$ cat config.mk
export PLATFORM = sky130hd
export DESIGN_NAME = page_frame_replacement_flat
export DESIGN_NICKNAME = d
export VERILOG_FILES = /design/src/rtl/core/pfr_pkg.sv /design/src/rtl/core/pfr_if.sv /design/src/rtl/core/pfr_cell.sv /design/src/rtl/core/pfr_ctrl.sv /design/src/rtl/core/page_frame_replacement.sv /design/src/flat_wrapper.sv
export SDC_FILE = /design/constraint.sdc
export NUM_CORES = 1
export LEC_CHECK = 0
export BUFFER_PORTS_ARGS = -buffer_cell sky130_fd_sc_hd__buf_2
export CORE_UTILIZATION = 50
export DETAILED_ROUTE_END_ITERATION = 6
export PLACE_DENSITY = 0.71
export SETUP_SLACK_MARGIN = 0.1
export SLEW_MARGIN = 20
export SYNTH_ARGS = -nofsm -noshare
export SYNTH_HDL_FRONTEND = slang
export SYNTH_SLANG_ARGS = --single-unit
$ cat constraint.sdc
create_clock -name clk -period 7.6 [get_ports clk]
set_clock_uncertainty 0.2 [all_clocks]
set_input_delay 0.38 -clock clk [delete_from_list [all_inputs] [get_ports clk]]
set_output_delay 0.38 -clock clk [all_outputs]
set_load 0.02 [all_outputs]
$ cat src/rtl/core/pfr_pkg.sv
// ----------------------------------------------------------------------------
// pfr_pkg: shared types and codes for the page frame replacement unit
// result codes, policy codes, controller states and the control groups
// of the search token and the write command of the frame chain
// ----------------------------------------------------------------------------
package pfr_pkg;

	localparam int OUTCOME_BITS = 2;
	localparam int POLICY_BITS  = 2;

	localparam logic [OUTCOME_BITS-1:0] OUT_HIT   = 2'd0;
	localparam logic [OUTCOME_BITS-1:0] OUT_FREE  = 2'd1;
	localparam logic [OUTCOME_BITS-1:0] OUT_EVICT = 2'd2;

	localparam logic [POLICY_BITS-1:0] POL_FIFO = 2'd0;
	localparam logic [POLICY_BITS-1:0] POL_LRU  = 2'd1;
	localparam logic [POLICY_BITS-1:0] POL_SC   = 2'd2;

	typedef enum logic [3:0] {
		S_IDLE   = 4'b0001,
		S_LAUNCH = 4'b0010,
		S_WAIT   = 4'b0100,
		S_EMIT   = 4'b1000
	} pfr_state_t;

	// flags of the search token handed from cell to cell
	typedef struct packed {
		logic valid;
		logic hit;
		logic free;
		logic old_have;
		logic old_ref;
	} pfr_tok_flags_t;

	// flags of the write command broadcast to all cells
	typedef struct packed {
		logic en;
		logic fill;
		logic wr_stamp;
		logic wr_ref;
		logic ref_val;
	} pfr_cmd_flags_t;

endpackage

$ cat src/rtl/core/pfr_if.sv
// ----------------------------------------------------------------------------
// pfr channel interfaces
// request, result and policy write channels with valid/ready handshake
// ----------------------------------------------------------------------------
interface pfr_req_if #(
	parameter int PAGE_BITS = 16
);
	logic                 valid;
	logic                 ready;
	logic [PAGE_BITS-1:0] page;

	modport source (output valid, output page, input ready);
	modport sink   (input valid, input page, output ready);
endinterface

interface pfr_res_if #(
	parameter int PAGE_BITS  = 16,
	parameter int FRAME_BITS = 2
);
	logic                              valid;
	logic                              ready;
	logic [pfr_pkg::OUTCOME_BITS-1:0]  outcome;
	logic [FRAME_BITS-1:0]             frame;
	logic [PAGE_BITS-1:0]              evicted_page;

	modport source (output valid, output outcome, output frame, output evicted_page,
		input ready);
	modport sink   (input valid, input outcome, input frame, input evicted_page,
		output ready);
endinterface

interface pfr_cfg_if;
	logic                             valid;
	logic                             ready;
	logic [pfr_pkg::POLICY_BITS-1:0]  policy;

	modport source (output valid, output policy, input ready);
	modport sink   (input valid, input policy, output ready);
endinterface

$ cat src/rtl/core/pfr_cell.sv
// ----------------------------------------------------------------------------
// pfr_cell: one frame of the chain
// holds page, valid, stamp and reference bit; folds its frame into the
// passing search token and registers it towards the next cell
// ----------------------------------------------------------------------------
module pfr_cell #(
	parameter int FRAMES     = 4,
	parameter int PAGE_BITS  = 16,
	parameter int STAMP_BITS = 32,
	parameter int IDX        = 0
) (
	input  logic                              clk,
	input  logic                              arst_n,
	input  pfr_pkg::pfr_tok_flags_t           tin_flags,
	input  logic [PAGE_BITS-1:0]              tin_page,
	input  logic [$clog2(FRAMES)-1:0]         tin_hit_idx,
	input  logic [$clog2(FRAMES)-1:0]         tin_free_idx,
	input  logic [$clog2(FRAMES)-1:0]         tin_old_idx,
	input  logic [STAMP_BITS-1:0]             tin_old_stamp,
	input  logic [PAGE_BITS-1:0]              tin_old_page,
	output pfr_pkg::pfr_tok_flags_t           tout_flags,
	output logic [PAGE_BITS-1:0]              tout_page,
	output logic [$clog2(FRAMES)-1:0]         tout_hit_idx,
	output logic [$clog2(FRAMES)-1:0]         tout_free_idx,
	output logic [$clog2(FRAMES)-1:0]         tout_old_idx,
	output logic [STAMP_BITS-1:0]             tout_old_stamp,
	output logic [PAGE_BITS-1:0]              tout_old_page,
	input  pfr_pkg::pfr_cmd_flags_t           cmd_flags,
	input  logic [$clog2(FRAMES)-1:0]         cmd_idx,
	input  logic [PAGE_BITS-1:0]              cmd_page,
	input  logic [STAMP_BITS-1:0]             cmd_stamp
);
	import pfr_pkg::*;

	localparam int FB = $clog2(FRAMES);
	localparam logic [FB-1:0] MY_IDX = FB'(IDX);

	logic [PAGE_BITS-1:0]  page_q;
	logic                  valid_q;
	logic [STAMP_BITS-1:0] stamp_q;
	logic                  ref_q;

	pfr_tok_flags_t        nflags;
	logic [FB-1:0]         nhit_idx, nfree_idx, nold_idx;
	logic [STAMP_BITS-1:0] nold_stamp;
	logic [PAGE_BITS-1:0]  nold_page;
	logic                  sel;

	assign sel = cmd_flags.en && (cmd_idx == MY_IDX);

	// frame state
	always_ff @(posedge clk or negedge arst_n) begin
		if (!arst_n) begin
			valid_q <= 1'b0;
			stamp_q <= STAMP_BITS'(IDX + 1);
			ref_q   <= 1'b0;
		end else if (sel) begin
			if (cmd_flags.fill) begin
				valid_q <= 1'b1;
			end
			if (cmd_flags.wr_stamp) begin
				stamp_q <= cmd_stamp;
			end
			if (cmd_flags.wr_ref) begin
				ref_q <= cmd_flags.ref_val;
			end
		end
	end

	always_ff @(posedge clk) begin
		if (sel && cmd_flags.fill) begin
			page_q <= cmd_page;
		end
	end

	// fold this frame into the token; earlier cells win ties
	always_comb begin
		nflags     = tin_flags;
		nhit_idx   = tin_hit_idx;
		nfree_idx  = tin_free_idx;
		nold_idx   = tin_old_idx;
		nold_stamp = tin_old_stamp;
		nold_page  = tin_old_page;
		if (!tin_flags.hit && valid_q && (page_q == tin_page)) begin
			nflags.hit = 1'b1;
			nhit_idx   = MY_IDX;
		end
		if (!tin_flags.free && !valid_q) begin
			nflags.free = 1'b1;
			nfree_idx   = MY_IDX;
		end
		if (!tin_flags.old_have || (stamp_q < tin_old_stamp)) begin
			nflags.old_have = 1'b1;
			nflags.old_ref  = ref_q;
			nold_idx        = MY_IDX;
			nold_stamp      = stamp_q;
			nold_page       = page_q;
		end
	end

	// token register towards the next cell
	always_ff @(posedge clk or negedge arst_n) begin
		if (!arst_n) begin
			tout_flags <= '0;
		end else begin
			tout_flags <= nflags;
		end
	end

	always_ff @(posedge clk) begin
		tout_page      <= tin_page;
		tout_hit_idx   <= nhit_idx;
		tout_free_idx  <= nfree_idx;
		tout_old_idx   <= nold_idx;
		tout_old_stamp <= nold_stamp;
		tout_old_page  <= nold_page;
	end

endmodule

$ cat src/rtl/core/pfr_ctrl.sv
// ----------------------------------------------------------------------------
// pfr_ctrl: request sequencer
// launches tokens into the frame chain, decides on the summary at its tail,
// issues frame writes, keeps the time counter and the result register
// ----------------------------------------------------------------------------
module pfr_ctrl #(
	parameter int FRAMES     = 4,
	parameter int PAGE_BITS  = 16,
	parameter int STAMP_BITS = 32
) (
	input  logic                              clk,
	input  logic                              arst_n,
	pfr_req_if.sink                           req,
	pfr_res_if.source                         res,
	pfr_cfg_if.sink                           cfg,
	output pfr_pkg::pfr_tok_flags_t           head_flags,
	output logic [PAGE_BITS-1:0]              head_page,
	input  pfr_pkg::pfr_tok_flags_t           tail_flags,
	input  logic [$clog2(FRAMES)-1:0]         tail_hit_idx,
	input  logic [$clog2(FRAMES)-1:0]         tail_free_idx,
	input  logic [$clog2(FRAMES)-1:0]         tail_old_idx,
	input  logic [PAGE_BITS-1:0]              tail_old_page,
	output pfr_pkg::pfr_cmd_flags_t           cmd_flags,
	output logic [$clog2(FRAMES)-1:0]         cmd_idx,
	output logic [PAGE_BITS-1:0]              cmd_page,
	output logic [STAMP_BITS-1:0]             cmd_stamp
);
	import pfr_pkg::*;

	localparam int FB = $clog2(FRAMES);

	pfr_state_t               state_q, state_n;
	logic [POLICY_BITS-1:0]   policy_q;
	logic [STAMP_BITS-1:0]    time_q, time_n, time_inc;
	logic [PAGE_BITS-1:0]     page_q;
	logic                     accept, decide, finish, load, out_free;

	logic [OUTCOME_BITS-1:0]  dec_outcome;
	logic [FB-1:0]            dec_frame;
	logic [PAGE_BITS-1:0]     dec_evicted;

	logic                     oval_q;
	logic [OUTCOME_BITS-1:0]  oout_q, pout_q;
	logic [FB-1:0]            ofrm_q, pfrm_q;
	logic [PAGE_BITS-1:0]     oev_q, pev_q;

	assign cfg.ready = 1'b1;
	assign req.ready = (state_q == S_IDLE);
	assign accept    = req.valid && req.ready;
	assign decide    = (state_q == S_WAIT) && tail_flags.valid;
	assign out_free  = !oval_q || res.ready;
	assign time_inc  = time_q + STAMP_BITS'(1);

	always_comb begin
		head_flags       = '0;
		head_flags.valid = accept || (state_q == S_LAUNCH);
		head_page        = (state_q == S_IDLE) ? req.page : page_q;
	end

	// decision on the chain summary
	always_comb begin
		state_n     = state_q;
		time_n      = time_q;
		cmd_flags   = '0;
		cmd_idx     = tail_old_idx;
		cmd_page    = page_q;
		cmd_stamp   = time_inc;
		dec_outcome = OUT_HIT;
		dec_frame   = tail_hit_idx;
		dec_evicted = '0;
		finish      = 1'b0;
		case (state_q)
			S_IDLE: begin
				if (accept) begin
					time_n  = time_inc;
					state_n = S_WAIT;
				end
			end
			S_LAUNCH: begin
				state_n = S_WAIT;
			end
			S_WAIT: begin
				if (decide) begin
					cmd_flags.en = 1'b1;
					if (tail_flags.hit) begin
						cmd_idx   = tail_hit_idx;
						cmd_stamp = time_q;
						cmd_flags.wr_stamp = (policy_q == POL_LRU);
						cmd_flags.wr_ref   = (policy_q == POL_SC);
						cmd_flags.ref_val  = 1'b1;
						finish    = 1'b1;
					end else if (tail_flags.free) begin
						cmd_idx            = tail_free_idx;
						cmd_flags.fill     = 1'b1;
						cmd_flags.wr_stamp = 1'b1;
						time_n      = time_inc;
						dec_outcome = OUT_FREE;
						dec_frame   = tail_free_idx;
						finish      = 1'b1;
					end else if ((policy_q == POL_SC) && tail_flags.old_ref) begin
						// second chance: clear, restamp as newest and look again
						cmd_flags.wr_stamp = 1'b1;
						cmd_flags.wr_ref   = 1'b1;
						cmd_flags.ref_val  = 1'b0;
						time_n  = time_inc;
						state_n = S_LAUNCH;
					end else begin
						cmd_flags.fill     = 1'b1;
						cmd_flags.wr_stamp = 1'b1;
						time_n      = time_inc;
						dec_outcome = OUT_EVICT;
						dec_frame   = tail_old_idx;
						dec_evicted = tail_old_page;
						finish      = 1'b1;
					end
					if (finish) begin
						state_n = out_free ? S_IDLE : S_EMIT;
					end
				end
			end
			S_EMIT: begin
				if (out_free) begin
					state_n = S_IDLE;
				end
			end
			default: begin
				state_n = S_IDLE;
			end
		endcase
	end

	assign load = (finish && out_free) || ((state_q == S_EMIT) && out_free);

	always_ff @(posedge clk or negedge arst_n) begin
		if (!arst_n) begin
			state_q  <= S_IDLE;
			policy_q <= POL_SC;
			time_q   <= STAMP_BITS'(FRAMES);
			oval_q   <= 1'b0;
		end else begin
			state_q <= state_n;
			time_q  <= time_n;
			if (cfg.valid && cfg.ready) begin
				policy_q <= cfg.policy;
			end
			if (load) begin
				oval_q <= 1'b1;
			end else if (res.ready) begin
				oval_q <= 1'b0;
			end
		end
	end

	always_ff @(posedge clk) begin
		if (accept) begin
			page_q <= req.page;
		end
		if (finish) begin
			pout_q <= dec_outcome;
			pfrm_q <= dec_frame;
			pev_q  <= dec_evicted;
		end
		if (load) begin
			oout_q <= finish ? dec_outcome : pout_q;
			ofrm_q <= finish ? dec_frame   : pfrm_q;
			oev_q  <= finish ? dec_evicted : pev_q;
		end
	end

	assign res.valid        = oval_q;
	assign res.outcome      = oout_q;
	assign res.frame        = ofrm_q;
	assign res.evicted_page = oev_q;

endmodule

$ cat src/rtl/core/page_frame_replacement.sv
// ----------------------------------------------------------------------------
// page_frame_replacement: page replacement unit over a chain of frame cells
// fifo, lru and second chance policies over FRAMES frames
//
//   channel  dir  handshake        payload
//   req      in   valid/ready      page
//   res      out  valid/ready      outcome, frame, evicted_page
//   cfg      in   valid/ready      policy (always ready)
//
// from accept to result register, one token walks the chain one cell per
// cycle, then the controller decides on the summary at the tail
// each second chance skip sends a fresh token down the chain, at most
// FRAMES skips per request
// reset: all frames empty, stamps frame index plus one, policy second chance
// a result still waiting on res leaves the next result parked until the
// output frees up; req is taken only when no request is in flight
// ----------------------------------------------------------------------------
module page_frame_replacement #(
	parameter int FRAMES     = 4,
	parameter int PAGE_BITS  = 16,
	parameter int STAMP_BITS = 32
) (
	input  logic       clk,
	input  logic       arst_n,
	pfr_req_if.sink    req,
	pfr_res_if.source  res,
	pfr_cfg_if.sink    cfg
);
	import pfr_pkg::*;

	localparam int FB = $clog2(FRAMES);

	// links of the chain: entry i feeds cell i, entry FRAMES is the tail
	pfr_tok_flags_t        t_flags     [FRAMES+1];
	logic [PAGE_BITS-1:0]  t_page      [FRAMES+1];
	logic [FB-1:0]         t_hit_idx   [FRAMES+1];
	logic [FB-1:0]         t_free_idx  [FRAMES+1];
	logic [FB-1:0]         t_old_idx   [FRAMES+1];
	logic [STAMP_BITS-1:0] t_old_stamp [FRAMES+1];
	logic [PAGE_BITS-1:0]  t_old_page  [FRAMES+1];

	// write command broadcast to every cell
	pfr_cmd_flags_t        cmd_flags;
	logic [FB-1:0]         cmd_idx;
	logic [PAGE_BITS-1:0]  cmd_page;
	logic [STAMP_BITS-1:0] cmd_stamp;

	// head of the chain starts with an empty summary
	assign t_hit_idx[0]   = '0;
	assign t_free_idx[0]  = '0;
	assign t_old_idx[0]   = '0;
	assign t_old_stamp[0] = '0;
	assign t_old_page[0]  = '0;

	pfr_ctrl #(
		.FRAMES     (FRAMES),
		.PAGE_BITS  (PAGE_BITS),
		.STAMP_BITS (STAMP_BITS)
	) u_ctrl (
		.clk           (clk),
		.arst_n        (arst_n),
		.req           (req),
		.res           (res),
		.cfg           (cfg),
		.head_flags    (t_flags[0]),
		.head_page     (t_page[0]),
		.tail_flags    (t_flags[FRAMES]),
		.tail_hit_idx  (t_hit_idx[FRAMES]),
		.tail_free_idx (t_free_idx[FRAMES]),
		.tail_old_idx  (t_old_idx[FRAMES]),
		.tail_old_page (t_old_page[FRAMES]),
		.cmd_flags     (cmd_flags),
		.cmd_idx       (cmd_idx),
		.cmd_page      (cmd_page),
		.cmd_stamp     (cmd_stamp)
	);

	// row of frame cells, lowest index first so ties go to it
	for (genvar i = 0; i < FRAMES; i++) begin : g_cell
		pfr_cell #(
			.FRAMES     (FRAMES),
			.PAGE_BITS  (PAGE_BITS),
			.STAMP_BITS (STAMP_BITS),
			.IDX        (i)
		) u_cell (
			.clk            (clk),
			.arst_n         (arst_n),
			.tin_flags      (t_flags[i]),
			.tin_page       (t_page[i]),
			.tin_hit_idx    (t_hit_idx[i]),
			.tin_free_idx   (t_free_idx[i]),
			.tin_old_idx    (t_old_idx[i]),
			.tin_old_stamp  (t_old_stamp[i]),
			.tin_old_page   (t_old_page[i]),
			.tout_flags     (t_flags[i+1]),
			.tout_page      (t_page[i+1]),
			.tout_hit_idx   (t_hit_idx[i+1]),
			.tout_free_idx  (t_free_idx[i+1]),
			.tout_old_idx   (t_old_idx[i+1]),
			.tout_old_stamp (t_old_stamp[i+1]),
			.tout_old_page  (t_old_page[i+1]),
			.cmd_flags      (cmd_flags),
			.cmd_idx        (cmd_idx),
			.cmd_page       (cmd_page),
			.cmd_stamp      (cmd_stamp)
		);
	end

endmodule
$ cat src/flat_wrapper.sv
// flat-port wrapper written by rule: the top's interface ports become plain ports
module page_frame_replacement_flat import pfr_pkg::*;
#(
	parameter int FRAMES     = 4,
	parameter int PAGE_BITS  = 16,
	parameter int STAMP_BITS = 32
)
  (clk, arst_n, req_valid, req_page, req_ready, res_valid, res_outcome, res_frame, res_evicted_page, res_ready, cfg_valid, cfg_policy, cfg_ready);
  pfr_req_if #(.PAGE_BITS(PAGE_BITS)) req_i ();
  pfr_res_if #(.PAGE_BITS(PAGE_BITS)) res_i ();
  pfr_cfg_if cfg_i ();
  input  logic clk;
  input  logic arst_n;
  input wire logic [$bits(req_i.valid)-1:0] req_valid;
  input wire logic [$bits(req_i.page)-1:0] req_page;
  output wire logic [$bits(req_i.ready)-1:0] req_ready;
  output wire logic [$bits(res_i.valid)-1:0] res_valid;
  output wire logic [$bits(res_i.outcome)-1:0] res_outcome;
  output wire logic [$bits(res_i.frame)-1:0] res_frame;
  output wire logic [$bits(res_i.evicted_page)-1:0] res_evicted_page;
  input wire logic [$bits(res_i.ready)-1:0] res_ready;
  input wire logic [$bits(cfg_i.valid)-1:0] cfg_valid;
  input wire logic [$bits(cfg_i.policy)-1:0] cfg_policy;
  output wire logic [$bits(cfg_i.ready)-1:0] cfg_ready;
  assign req_i.valid = req_valid;
  assign req_i.page = req_page;
  assign req_ready = req_i.ready;
  assign res_valid = res_i.valid;
  assign res_outcome = res_i.outcome;
  assign res_frame = res_i.frame;
  assign res_evicted_page = res_i.evicted_page;
  assign res_i.ready = res_ready;
  assign cfg_i.valid = cfg_valid;
  assign cfg_i.policy = cfg_policy;
  assign cfg_ready = cfg_i.ready;
  page_frame_replacement #(.FRAMES(FRAMES), .PAGE_BITS(PAGE_BITS), .STAMP_BITS(STAMP_BITS)) u_core (.clk(clk), .arst_n(arst_n), .req(req_i), .res(res_i), .cfg(cfg_i));
endmodule
==> results of run 1 <==
-- cell families (layout without fill, tap and decap cells) --
family	count (synthesis)	after routing
flops	537	537
simple gates	403	403
compound gates	254	254
buf+inv	167	292
mux	135	135
xor+xnor	123	123
fa+ha+maj	94	94
other cells	1	4
-- cells in the mapped netlist (31+ instances only) --
library cell / count / area (um^2)
a21oi_1: 38 / 190
dfrtp_1: 186 / 4650
dfxtp_1: 243 / 4860
edfxtp_1: 100 / 3000
ha_1: 94 / 1180
inv_1: 106 / 398
mux2_1: 99 / 1110
mux2_2: 33 / 372
nand2_1: 194 / 728
nand3_1: 37 / 185
nand4_1: 31 / 194
nor2_1: 48 / 180
o21ai_0: 95 / 475
o21ai_1: 57 / 285
xnor2_1: 64 / 561
xor2_1: 59 / 517
-- state kept, by name, summed over array words and instances, names as in the netlist, 4 cells and up --
signal                               cells
u_core.g_cell.u_cell.page_q             64
u_core.g_cell.u_cell.stamp_q           128
u_core.u_ctrl.res.evicted_page          16
u_core.g_cell.u_cell.ref_q               4
u_core.g_cell.u_cell.valid_q             4
u_core.u_ctrl.cmd_page                  16
u_core.g_cell.u_cell.tout_old_page      64
u_core.g_cell.u_cell.tout_hit_idx        5
u_core.g_cell.u_cell.tout_free_idx       5
u_core.g_cell.u_cell.tout_flags         19
u_core.u_ctrl.time_q                    32
u_core.g_cell.u_cell.tout_old_idx        5
u_core.u_ctrl.state_q                    4
u_core.g_cell.u_cell.tout_page          48
u_core.u_ctrl.pev_q                     16
u_core.g_cell.u_cell.tout_old_stamp     96
-- path summary, 6_finish.rpt --
| kind | startpoint | end | slack, ns | cells after the start |
|---|---|---|---|---|
| max | u_core.g_cell[2].u_cell.stamp_q[11]$_DFFE_PN0P_ | u_core.g_cell[2].u_cell.tout_old_page[5]$_DFF_P_ | 3.79 | 9 |
| min | u_core.g_cell[2].u_cell.tout_flags[4]$_DFF_PN0_ | u_core.g_cell[3].u_cell.tout_flags[4]$_DFF_PN0_ | 0.15 | 0 |
| max reg2reg | u_core.g_cell[2].u_cell.stamp_q[11]$_DFFE_PN0P_ | u_core.g_cell[2].u_cell.tout_old_page[5]$_DFF_P_ | 3.79 | 9 |
| min reg2reg | u_core.g_cell[2].u_cell.tout_flags[4]$_DFF_PN0_ | u_core.g_cell[3].u_cell.tout_flags[4]$_DFF_PN0_ | 0.15 | 0 |
| max in group asynchronous | arst_n | u_core.g_cell[2].u_cell.stamp_q[25]$_DFFE_PN0P_ | 5.61 | 3 |
| min in group asynchronous | arst_n | u_core.g_cell[1].u_cell.stamp_q[10]$_DFFE_PN0P_ | 0.18 | 2 |
-- area by class of cell --
class                           instances  area [um^2]  area share
Sequential cell                       537        12700       0.543
Multi-Input combinational cell       1013         7280       0.310
Clock buffer                           72         1480      0.0630
Tap cell                              532          666      0.0284
Timing Repair Buffer                   86          607      0.0259
Inverter                              106          398      0.0170
Clock inverter                         28          288      0.0123
-- power groups by stage --
stage	clock network (uW)	registers (uW)	logic [uW]
after detailed placement	0	3500	993
final	2600	3440	1010
after global placement	0	3480	983
after global routing	2770	3480	1090
after CTS	2660	3440	1020
after floorplan	0	3460	675
-- per-stage QoR --
stage                      util  instance area, um^2  hold slack (ns)
final                     0.576                23400            0.152
after global routing      0.576                23400            0.154
after CTS                 0.576                23400            0.154
after detailed placement  0.526                21400            0.143
after global placement    0.526                21400            0.136
after floorplan               -                20600           -0.116
-- repair_timing --
item                                   4_1_cts  5_1_grt
hold buffers                                25        0
endpoints found under the hold margin      115        0
setup buffers                                0        0
-- metal layers --
metal  GRT usage  share of wire
met4      0.0651          0.028
met1       0.246           0.44
met2       0.360           0.50
met3      0.0383          0.035
met5           0              0
-- critical path, cell delays in order, from the launching register on --
cell and delay, ns:
dfrtp_1 0.39, ha_1 0.31, and3_1 0.21, a21oi_1 0.15, o21ai_1 0.08, a221oi_1 0.37, o311ai_1 0.25, a32oi_4 0.64
buf_4 0.65, mux2_1 0.40
==> results by group, run 1 <==
Run status
  – Run status: finished, violations left
  – Failing checks: DRC

Power and ir drop
  – Worst ir drop on vdd: 280 uV
  – Clock power share: 0.369
  – Leak: 0.00986 uW
  – Reg power frac: 0.488
  – Total Power: 7050 uW
  – Logic gate share of total power: 0.143
  – Sw Share: 0.262
  – Pwr Density: 301 nW/um^2
  – Internal cell power: 5200 uW
  – Switching pwr: 1850 uW

STA
  – Final Max Slew Viols: 0
  – Fin. Hold Viols: 0
  – # setup viols final: 0
  – Worst relative slew slack: 0.273
  – Fin crit share: 0.502
  – Post-layout min period: 3.81 ns
  – Maximum clock frequency: 0.262 GHz
  – RSZ-0062 raised after global routing: no
  – PnR worst setup slack: 3.79 ns
  – Worst Max-Slew Pin Slew: 1.09 ns
  – TNS Setup: 0 ns

Route
  – DR iter-0 viols: 489
  – Drt first pass iters: 7
  – Avg Vias per Cell: 5.17
  – Via count: 12300
  – Detailed-route DRC error count: 1
  – Routed wire per std cell: 17.2 um
  – DRT antenna net count: 0
  – WL final: 40800 um

CTS
  – Clock sinks: 537
  – Worst-path clk slew: 0.06 ns
  – Post-CTS Resized: 0
  – CTS Root Cell: clkbuf_16
  – Latest clock arrival within the worst-skew pair: 0.61 ns
  – Htree depth: 2
  – CTS max path bufs: 3
  – Total CTS buffers: 53
  – CTS tree: done

Worst setup path
  – Type of origin of the critical path: flop
  – Crit path kind: flop to flop
  – Worst setup EP type: flop
  – Critical path peak fanout: 37
  – Req. time, crit path: 7.87 ns
  – Arrival @ worst endpoint: 4.08 ns

Global route
  – GRT Overall Usage: 0.202
  – Grt ovf: 0
  – Number of global-route vias before repair: 12700
  – Global-route wire length before repair: 66000 um
  – Initial antenna violation count: 0
  – Pin count of the biggest net entering global routing: 81

Yosys
  – Post-synthesis mux area share: 0.0740
  – Synth cell types: 66
  – Post-Syn Area: 20600 um^2
  – Async SR Flop Fraction: 0.361
  – Register area share after synthesis: 0.617
  – Synth Area in Simple Gates: 0.0950
  – Post-synthesis cell count: 1714
  – EDFF count, synth: 100
  – Largest family of logic cells by synthesized area: simple AND/OR/NAND/NOR gates
  – Adder-Cell Fraction of Synth Area: 0.0570
  – Synth Register Bits: 537
  – Compound-Gate Fraction of Synth Area: 0.0718
  – Ys Warns: 0
  – Post-synthesis xor/xnor area fraction: 0.0522
  – Post-Syn Area per Cell: 12.0 um^2
  – Post-synth top flop: dfxtp_1

Cells and area
  – Area Overhead vs Synth: 13.7%
  – Layout cell share with drive strength beyond 1: 0.117
  – Antenna cell count: 0
  – Commonest non-fill, non-tap cell in the layout: dfxtp_1
  – Fillers: 3298
  – Most frequent cells in the layout: dfxtp_1 (243), nand2_1 (194), dfrtp_1 (186)
  – Final cell count without fillers: 2374
  – # nets final: 1914

Place
  – DP HPWL: 27300 um
  – Pre-CTS setup slack: 3.74 ns
  – Port Buffers: 44
  – Gpl congestion: 0.834
  – Placed Cells incl. Taps: 2249

Floorplanning
  – Core area: 40700 um^2
  – # IOs: 46
  – Die ar.: 42100 um^2
  – Rows: 74
  – Chip Height: 205 um
  – Starting Density: 0.506
  – Die Wd: 205 um

Job
  – Max-Cap Viols: 0

Min path
  – Hold Path Class: flop to flop
Note: power is estimated with default switching activity, not from simulation.
==> run 2: changes to the inputs <==
--- a/config.mk
+++ b/config.mk
@@ -8,7 +8,7 @@
 export BUFFER_PORTS_ARGS = -buffer_cell sky130_fd_sc_hd__buf_2
 export CORE_UTILIZATION = 50
 export DETAILED_ROUTE_END_ITERATION = 6
-export PLACE_DENSITY = 0.71
+export PLACE_DENSITY = 0.73
 export SETUP_SLACK_MARGIN = 0.1
 export SLEW_MARGIN = 20
 export SYNTH_ARGS = -nofsm -noshare
==> constraint.sdc (replaced) <==
create_clock -name clk -period 3.46 [get_ports clk]
set_clock_uncertainty 0.2 [all_clocks]
set_input_delay 0.173 -clock clk [delete_from_list [all_inputs] [get_ports clk]]
set_output_delay 0.173 -clock clk [all_outputs]
set_load 0.02 [all_outputs]
==> run 2 against run 1 <==
Combinational power is 130% higher. Critical path depth is 1 lower. Critical path type unchanged. Sequential power is 120% higher. Die area stayed put. Power is 120% higher. The flow now finishes without violations.
==> results by group, run 2 (synthesis results as in run 1) <==
Global route
  – Number of global-route vias before repair: 12800 (+0.94%)
  – Pin count of the biggest net entering global routing: 73 (-9.9%)
  – Global-route wire length before repair: 67800 um (+2.7%)
  – Initial antenna violation count: 0 (unchanged)
  – Grt ovf: 0 (unchanged)
  – GRT Overall Usage: 0.207 (+0.00515)

STA
  – Worst relative slew slack: 0.413 (+0.140)
  – Final Max Slew Viols: 0 (unchanged)
  – # setup viols final: 0 (unchanged)
  – RSZ-0062 raised after global routing: no
  – Worst Hold Slack: 0.0906 ns (-0.0613 ns)
  – TNS Setup: 0 ns (unchanged)
  – Post-layout min period: 3.11 ns (-0.707 ns)
  – Worst Max-Slew Pin Slew: 0.880 ns (-0.210 ns)
  – Maximum clock frequency: 0.322 GHz (+23%)
  – Fin. Hold Viols: 0 (unchanged)
  – Fin crit share: 0.898 (+0.396)

Floorplanning
  – Starting Density: 0.506 (unchanged)
  – Chip Height: 205 um (unchanged)
  – Core area: 40700 um^2 (unchanged)
  – Die Wd: 205 um (unchanged)
  – Rows: 74 (unchanged)
  – Die ar.: 42100 um^2 (unchanged)
  – # IOs: 46 (unchanged)

Cells and area
  – Largest register FFs: 128 (unchanged)
  – Layout cell share with drive strength beyond 1: 0.118 (+0.00112)
  – Top Registers: u_core.g_cell.u_cell.stamp_q: 128 flops, u_core.g_cell.u_cell.tout_old_stamp: 96 flops
  – Fillers: 3331 (+1.0%)
  – Area Overhead vs Synth: 14.7%
  – Most frequent cells in the layout: dfxtp_1 (243), nand2_1 (194), dfrtp_1 (186)
  – Commonest non-fill, non-tap cell in the layout: dfxtp_1
  – Register bank with the most flops: u_core.g_cell.u_cell.stamp_q
  – # nets final: 1923 (+0.47%)
  – Antenna cell count: 0 (unchanged)

Worst setup path
  – Worst path slowest cell: dfrtp_1
  – Worst setup EP type: flop
  – Type of origin of the critical path: flop
  – Crit path kind: flop to flop
  – Arrival @ worst endpoint: 3.38 ns (-0.70 ns)
  – Slowest cell delay on critical path: 0.40 ns (-0.25 ns)
  – Req. time, crit path: 3.73 ns (-4.14 ns)
  – Critical path peak fanout: 17 (-54%)
  – CP Cell Sequence: ha_1, a21o_1, a221o_1, a31oi_1, o211ai_1, a211oi_4, buf_4, mux2_1

CTS
  – CTS Root Cell: clkbuf_16
  – Htree depth: 2 (unchanged)
  – CTS tree: done
  – Post-CTS Resized: 0 (unchanged)
  – Latest clock arrival within the worst-skew pair: 0.60 ns (about the same)
  – Total CTS buffers: 52 (-1.9%)
  – CTS max path bufs: 3 (unchanged)
  – Clock sinks: 537 (unchanged)
  – Worst-path clk slew: 0.07 ns (about the same)

Power and ir drop
  – Worst ir drop on vdd: 519 uV (+85%)
  – Leak: 0.00995 uW (+0.84%)
  – Total Power: 15700 uW (+120%)
  – Pwr Density: 662 nW/um^2 (+120%)

Route
  – Avg Vias per Cell: 5.20 (+0.50%)
  – WL final: 42100 um (+3.3%)
  – Via count: 12400 (+0.84%)
  – DR iter-0 viols: 478 (-2.2%)
  – M1 WL: 18100 um (+2.1%)
  – Met3 routed WL: 1400 um (-2.4%)
  – Highest metal used: met4
  – Detailed-route DRC error count: 0 (-1)
  – Routed wire per std cell: 17.7 um (+2.9%)
  – Drt first pass iters: 5 (-2)
  – DRT antenna net count: 0 (unchanged)
  – Met2 wire length: 21700 um (+5.9%)

Place
  – DP HPWL: 28200 um (+3.5%)
  – Gpl congestion: 0.827 (-0.91%)
  – Port Buffers: 44 (unchanged)

Min path
  – Hold Path Class: input port to flop

Job
  – Max-Cap Viols: 0 (unchanged)

Run status
  – Run status: complete, no violations
-- run 2: routing by layer --
metal	up-vias	track usage
li1	6090	-
met1	6043	0.252
met2	190	0.377
met3	55	0.0304
met4	0	0.0638
met5	-	0
-- run 2: stage by stage --
step                cell area, um^2   util  setup slack, ns  std cells
floorplan                     20600      -            0.749       1717
global placement              21600  0.530            0.338       2256
detailed placement            21600  0.530            0.222       2256
CTS                           23700  0.581            0.199       2381
global route                  23700  0.581            0.200       2382
finish                        23700  0.581            0.353       2382
-- run 2: critical path, delay by kind of cell (launching register included) --
family / cells / cell delay, ns
flip-flops: 1 / 0.40
buffers and inverters: 1 / 0.35
adder cells (fa/ha/maj): 1 / 0.32
AO/OA/AOI/OAI: 5 / 1.34
multiplexers: 1 / 0.37
-- run 2: power breakdown --
group          internal, uW  total [uW]  leakage, uW  switching [uW]
Combinational          1050        2350      0.00355            1300
Clock                  3350        5730     0.000865            2390
Sequential             7180        7570      0.00553             387
Total                 11600       15700      0.00995            4070
-- run 2: layout make-up --
| type | count | area, um^2 | share of cell area |
|---|---|---|---|
| inverter | 106 | 398 | 0.0168 |
| timing repair buffer | 96 | 817 | 0.0345 |
| clock buffer | 81 | 1520 | 0.0643 |
| sequential | 537 | 12700 | 0.538 |
| tap | 532 | 666 | 0.0281 |
| multi-input combinational | 1013 | 7280 | 0.308 |
| clock inverter | 17 | 246 | 0.0104 |
-- run 2: path summary, 6_finish.rpt --
check,from,to,slack [ns],depth (start not counted)
max,u_core.g_cell[1].u_cell.stamp_q[6]$_DFFE_PN0P_,u_core.g_cell[1].u_cell.tout_old_stamp[6]$_DFF_P_,0.35,8
max reg2reg,u_core.g_cell[1].u_cell.stamp_q[6]$_DFFE_PN0P_,u_core.g_cell[1].u_cell.tout_old_stamp[6]$_DFF_P_,0.35,8
min,req_page[7],u_core.u_ctrl.cmd_page[7]$_DFFE_PP_,0.09,2
min reg2reg,u_core.g_cell[0].u_cell.page_q[0]$_DFFE_PP_,u_core.g_cell[0].u_cell.tout_old_page[0]$_DFF_P_,0.15,0
min in group asynchronous,arst_n,u_core.g_cell[2].u_cell.stamp_q[9]$_DFFE_PN0P_,0.54,4
max in group asynchronous,arst_n,u_core.g_cell[0].u_cell.stamp_q[0]$_DFFE_PN1P_,2.00,4
-- run 2: what timing repair did --
item | 4_1_cts | 5_1_grt
buffers inserted | 0 | 1
endpoints found under the hold margin | 226 | 0
hold buffers | 27 | 0
endpoints found under the setup margin | 0 | 17
==> run 3: changes to the inputs <==
--- a/config.mk
+++ b/config.mk
@@ -8,7 +8,7 @@
 export BUFFER_PORTS_ARGS = -buffer_cell sky130_fd_sc_hd__buf_2
 export CORE_UTILIZATION = 50
 export DETAILED_ROUTE_END_ITERATION = 6
-export PLACE_DENSITY = 0.73
+export PLACE_DENSITY = 0.71
 export SETUP_SLACK_MARGIN = 0.1
 export SLEW_MARGIN = 20
 export SYNTH_ARGS = -nofsm -noshare
==> constraint.sdc (replaced) <==
create_clock -name clk -period 3.5 [get_ports clk]
set_clock_uncertainty 0.2 [all_clocks]
set_input_delay 0.175 -clock clk [delete_from_list [all_inputs] [get_ports clk]]
set_output_delay 0.175 -clock clk [all_outputs]
set_load 0.02 [all_outputs]
==> run 3 against run 2 <==
Critical path depth increased by 1. Worst hold slack got worse by 0.062 ns. Combinational power decreased by 6%. Clock power increased by 5.2%. Via count decreased by 0.94%. Maximum frequency decreased by 0.98%. First-iteration DRC count increased by 26%. Largest power group unchanged. Clock-buffer cell count decreased by 12. The run now ends with DRC left. Setup slack improved by 0.0093 ns. Die area unchanged. Sequential share of layout area about the same.
==> results by group, run 3 (synthesis results as in run 1) <==
CTS
  – Total CTS buffers: 53 (+1.9%)
  – CTS Root Cell: clkbuf_16
  – CTS tree: done
  – CTS max path bufs: 3 (unchanged)
  – Latest clock arrival within the worst-skew pair: 0.62 ns (+0.02 ns)
  – Clock sinks: 537 (unchanged)
  – Htree depth: 2 (unchanged)
  – Worst-path clk slew: 0.06 ns (about the same)

Job
  – Max-Cap Viols: 0 (unchanged)

Place
  – Gpl congestion: 0.816 (-1.3%)
  – DP HPWL: 27900 um (-1.4%)
  – Placed Cells incl. Taps: 2258 (+0.089%)
  – Port Buffers: 44 (unchanged)
  – Placed cell area: 21600 um^2 (-0.16%)

Worst setup path
  – Crit path kind: flop to flop
  – Family with the most delay on the worst path: compound AO/OA/AOI/OAI gates
  – Buf/Inv on CP: 1 (unchanged)
  – Req. time, crit path: 3.78 ns (+0.05 ns)
  – Arrival @ worst endpoint: 3.42 ns (+0.04 ns)
  – Slowest cell delay on critical path: 0.40 ns (about the same)
  – Worst path slowest cell: dfrtp_1
  – CP Cell Sequence: ha_1, and3_1, a21oi_1, o21ai_1, a221oi_1, o311ai_1, a32oi_4, buf_4, mux2_1
  – Type of origin of the critical path: flop
  – Worst setup EP type: flop
  – Critical path peak fanout: 22 (+5)

Floorplanning
  – # IOs: 46 (unchanged)
  – Starting Density: 0.506 (unchanged)
  – Core area: 40700 um^2 (unchanged)
  – Rows: 74 (unchanged)
  – Die ar.: 42100 um^2 (unchanged)
  – Chip Height: 205 um (unchanged)
  – Die Wd: 205 um (unchanged)

Cells and area
  – Register bank with the most flops: u_core.g_cell.u_cell.stamp_q
  – Layout cell share with drive strength beyond 1: 0.120 (+0.00223)
  – Top Registers: u_core.g_cell.u_cell.stamp_q: 128 flops, u_core.g_cell.u_cell.tout_old_stamp: 96 flops
  – Area of the multi-input gates: 7280 um^2 (unchanged)
  – Final cell count without fillers: 2381 (-0.042%)
  – Area Overhead vs Synth: 14.8% (about the same)
  – Commonest non-fill, non-tap cell in the layout: dfxtp_1
  – Most frequent cells in the layout: dfxtp_1 (243), nand2_1 (194), dfrtp_1 (186)
  – Fillers: 3301 (-0.90%)
  – Final instance area: 23700 um^2 (about the same)
  – Largest register FFs: 128 (unchanged)
  – # nets final: 1921 (-0.10%)
  – Final core occ: 0.581 (about the same)
  – Antenna cell count: 0 (unchanged)
  – FF/Latch Area: 12700 um^2 (unchanged)

Route
  – Highest metal used: met4
  – DR iter-0 viols: 601 (+26%)
  – Detailed-route DRC error count: 1 (+1)
  – Drt first pass iters: 7 (+2)
  – Via count: 12300 (-0.94%)
  – Met3 routed WL: 1150 um (-18%)
  – DRT antenna net count: 0 (unchanged)
  – WL final: 40800 um (-3.1%)
  – Met2 wire length: 20600 um (-5.0%)
  – Avg Vias per Cell: 5.15 (-0.90%)
  – Routed wire per std cell: 17.1 um (-3.0%)
  – M1 WL: 18300 um (+0.84%)

Power and ir drop
  – Sw Share: 0.258 (-0.00264)
  – Logic gate share of total power: 0.140 (-0.010)
  – Clock power share: 0.383 (+0.017)
  – Pwr Density: 664 nW/um^2 (+0.37%)
  – Leak: 0.00996 uW (+0.12%)
  – Reg power frac: 0.477 (-0.007)
  – Worst ir drop on vdd: 600 uV (+16%)
  – Switching pwr: 4050 uW (-0.59%)
  – Internal cell power: 11700 uW (+0.78%)

Run status
  – Failing checks: DRC
  – Run status: finished, violations left

STA
  – TNS Setup: 0 ns (unchanged)
  – Post-layout min period: 3.14 ns (+0.0307 ns)
  – Fin. Hold Viols: 0 (unchanged)
  – Worst relative slew slack: 0.399 (-0.0148)
  – # setup viols final: 0 (unchanged)
  – Final Max Slew Viols: 0 (unchanged)
  – Worst Max-Slew Pin Slew: 0.893 ns (+0.0127 ns)
  – Maximum clock frequency: 0.319 GHz (-0.98%)
  – Fin crit share: 0.897 (-0.00149)
  – RSZ-0062 raised after global routing: no

Global route
  – Number of global-route vias before repair: 12400 (-3.8%)
  – Grt ovf: 0 (unchanged)
  – Initial antenna violation count: 0 (unchanged)
  – Pin count of the biggest net entering global routing: 90 (+23%)
  – GRT Overall Usage: 0.201 (-0.00605)
  – Global-route wire length before repair: 66100 um (-2.4%)

Min path
  – Hold Path Class: input port to async pin
## run 3: cell types whose count changed in the layout (fill, tap and decap cells not counted), moves of 2 or more
cell / previous run / this run
clkbuf_1: 18 / 10
clkinv_1: 0 / 6
buf_4: 16 / 21
bufinv_16: 4 / 9
clkbuf_8: 12 / 7
buf_12: 9 / 5
clkinvlp_4: 0 / 3
dlygate4sd3_1: 26 / 23
clkinv_2: 8 / 10
inv_6: 2 / 0
## run 3: worst register-to-register path, stage by stage, from the launching register on
cell and delay (ns):
dfrtp_1 0.40, ha_1 0.31, and3_1 0.20, a21oi_1 0.13
o21ai_1 0.07, a221oi_1 0.39, o311ai_1 0.24, a32oi_4 0.31
buf_4 0.40, mux2_1 0.38
## run 3: metal layers
layer,GRT usage,vias up
met5,0,-
met3,0.0293,62
met2,0.351,169
met4,0.0635,0
met1,0.257,5936
li1,-,6095
## run 3: worst paths after layout
| kind | startpoint | end | slack, ns | depth (start not counted) |
|---|---|---|---|---|
| worst max-delay path | u_core.g_cell[2].u_cell.stamp_q[11]$_DFFE_PN0P_ | u_core.g_cell[2].u_cell.tout_old_stamp[12]$_DFF_P_ | 0.36 | 9 |
| worst min-delay path | arst_n | u_core.g_cell[1].u_cell.stamp_q[11]$_DFFE_PN0P_ | 0.03 | 2 |
| worst max register to register | u_core.g_cell[2].u_cell.stamp_q[11]$_DFFE_PN0P_ | u_core.g_cell[2].u_cell.tout_old_stamp[12]$_DFF_P_ | 0.36 | 9 |
| worst min register to register | u_core.g_cell[2].u_cell.tout_flags[4]$_DFF_PN0_ | u_core.g_cell[3].u_cell.tout_flags[4]$_DFF_PN0_ | 0.15 | 0 |
| max in group asynchronous | arst_n | u_core.g_cell[2].u_cell.stamp_q[1]$_DFFE_PN1P_ | 2.15 | 3 |
| min in group clk | req_page[13] | u_core.u_ctrl.cmd_page[13]$_DFFE_PP_ | 0.07 | 2 |
## run 3: area by class of cell
type | count | share of cell area
flip-flops and latches | 537 | 0.538
clock inverters | 31 | 0.0182
multi-input cells | 1013 | 0.308
clock buffers | 69 | 0.0611
inverters | 106 | 0.0168
repair buffers | 93 | 0.0303
well taps | 532 | 0.0281
## run 3: power by group through the flow
stage | Combinational (uW) | Sequential [uW] | Clock (uW)
floorplan | 1470 | 7510 | 0
global placement | 2160 | 7590 | 0
detailed placement | 2190 | 7620 | 0
CTS | 2250 | 7500 | 6120
global route | 2400 | 7570 | 6390
finish | 2200 | 7490 | 6030
## run 3: timing repair
item / CTS / global route
endpoints found under the hold margin: 126 / 0
resized for setup: 0 / 0
hold buffers: 23 / 0
endpoints found under the setup margin: 0 / 0
setup buffers: 0 / 0
## run 3: metrics by stage
step	setup slack, ns	power (uW)	hold slack, ns
after floorplan	0.789	8980	-0.321
after global placement	0.379	9740	0.118
after detailed placement	0.331	9810	0.116
after CTS	0.298	15900	0.0342
after global routing	0.140	16400	0.0643
final	0.362	15700	0.0286
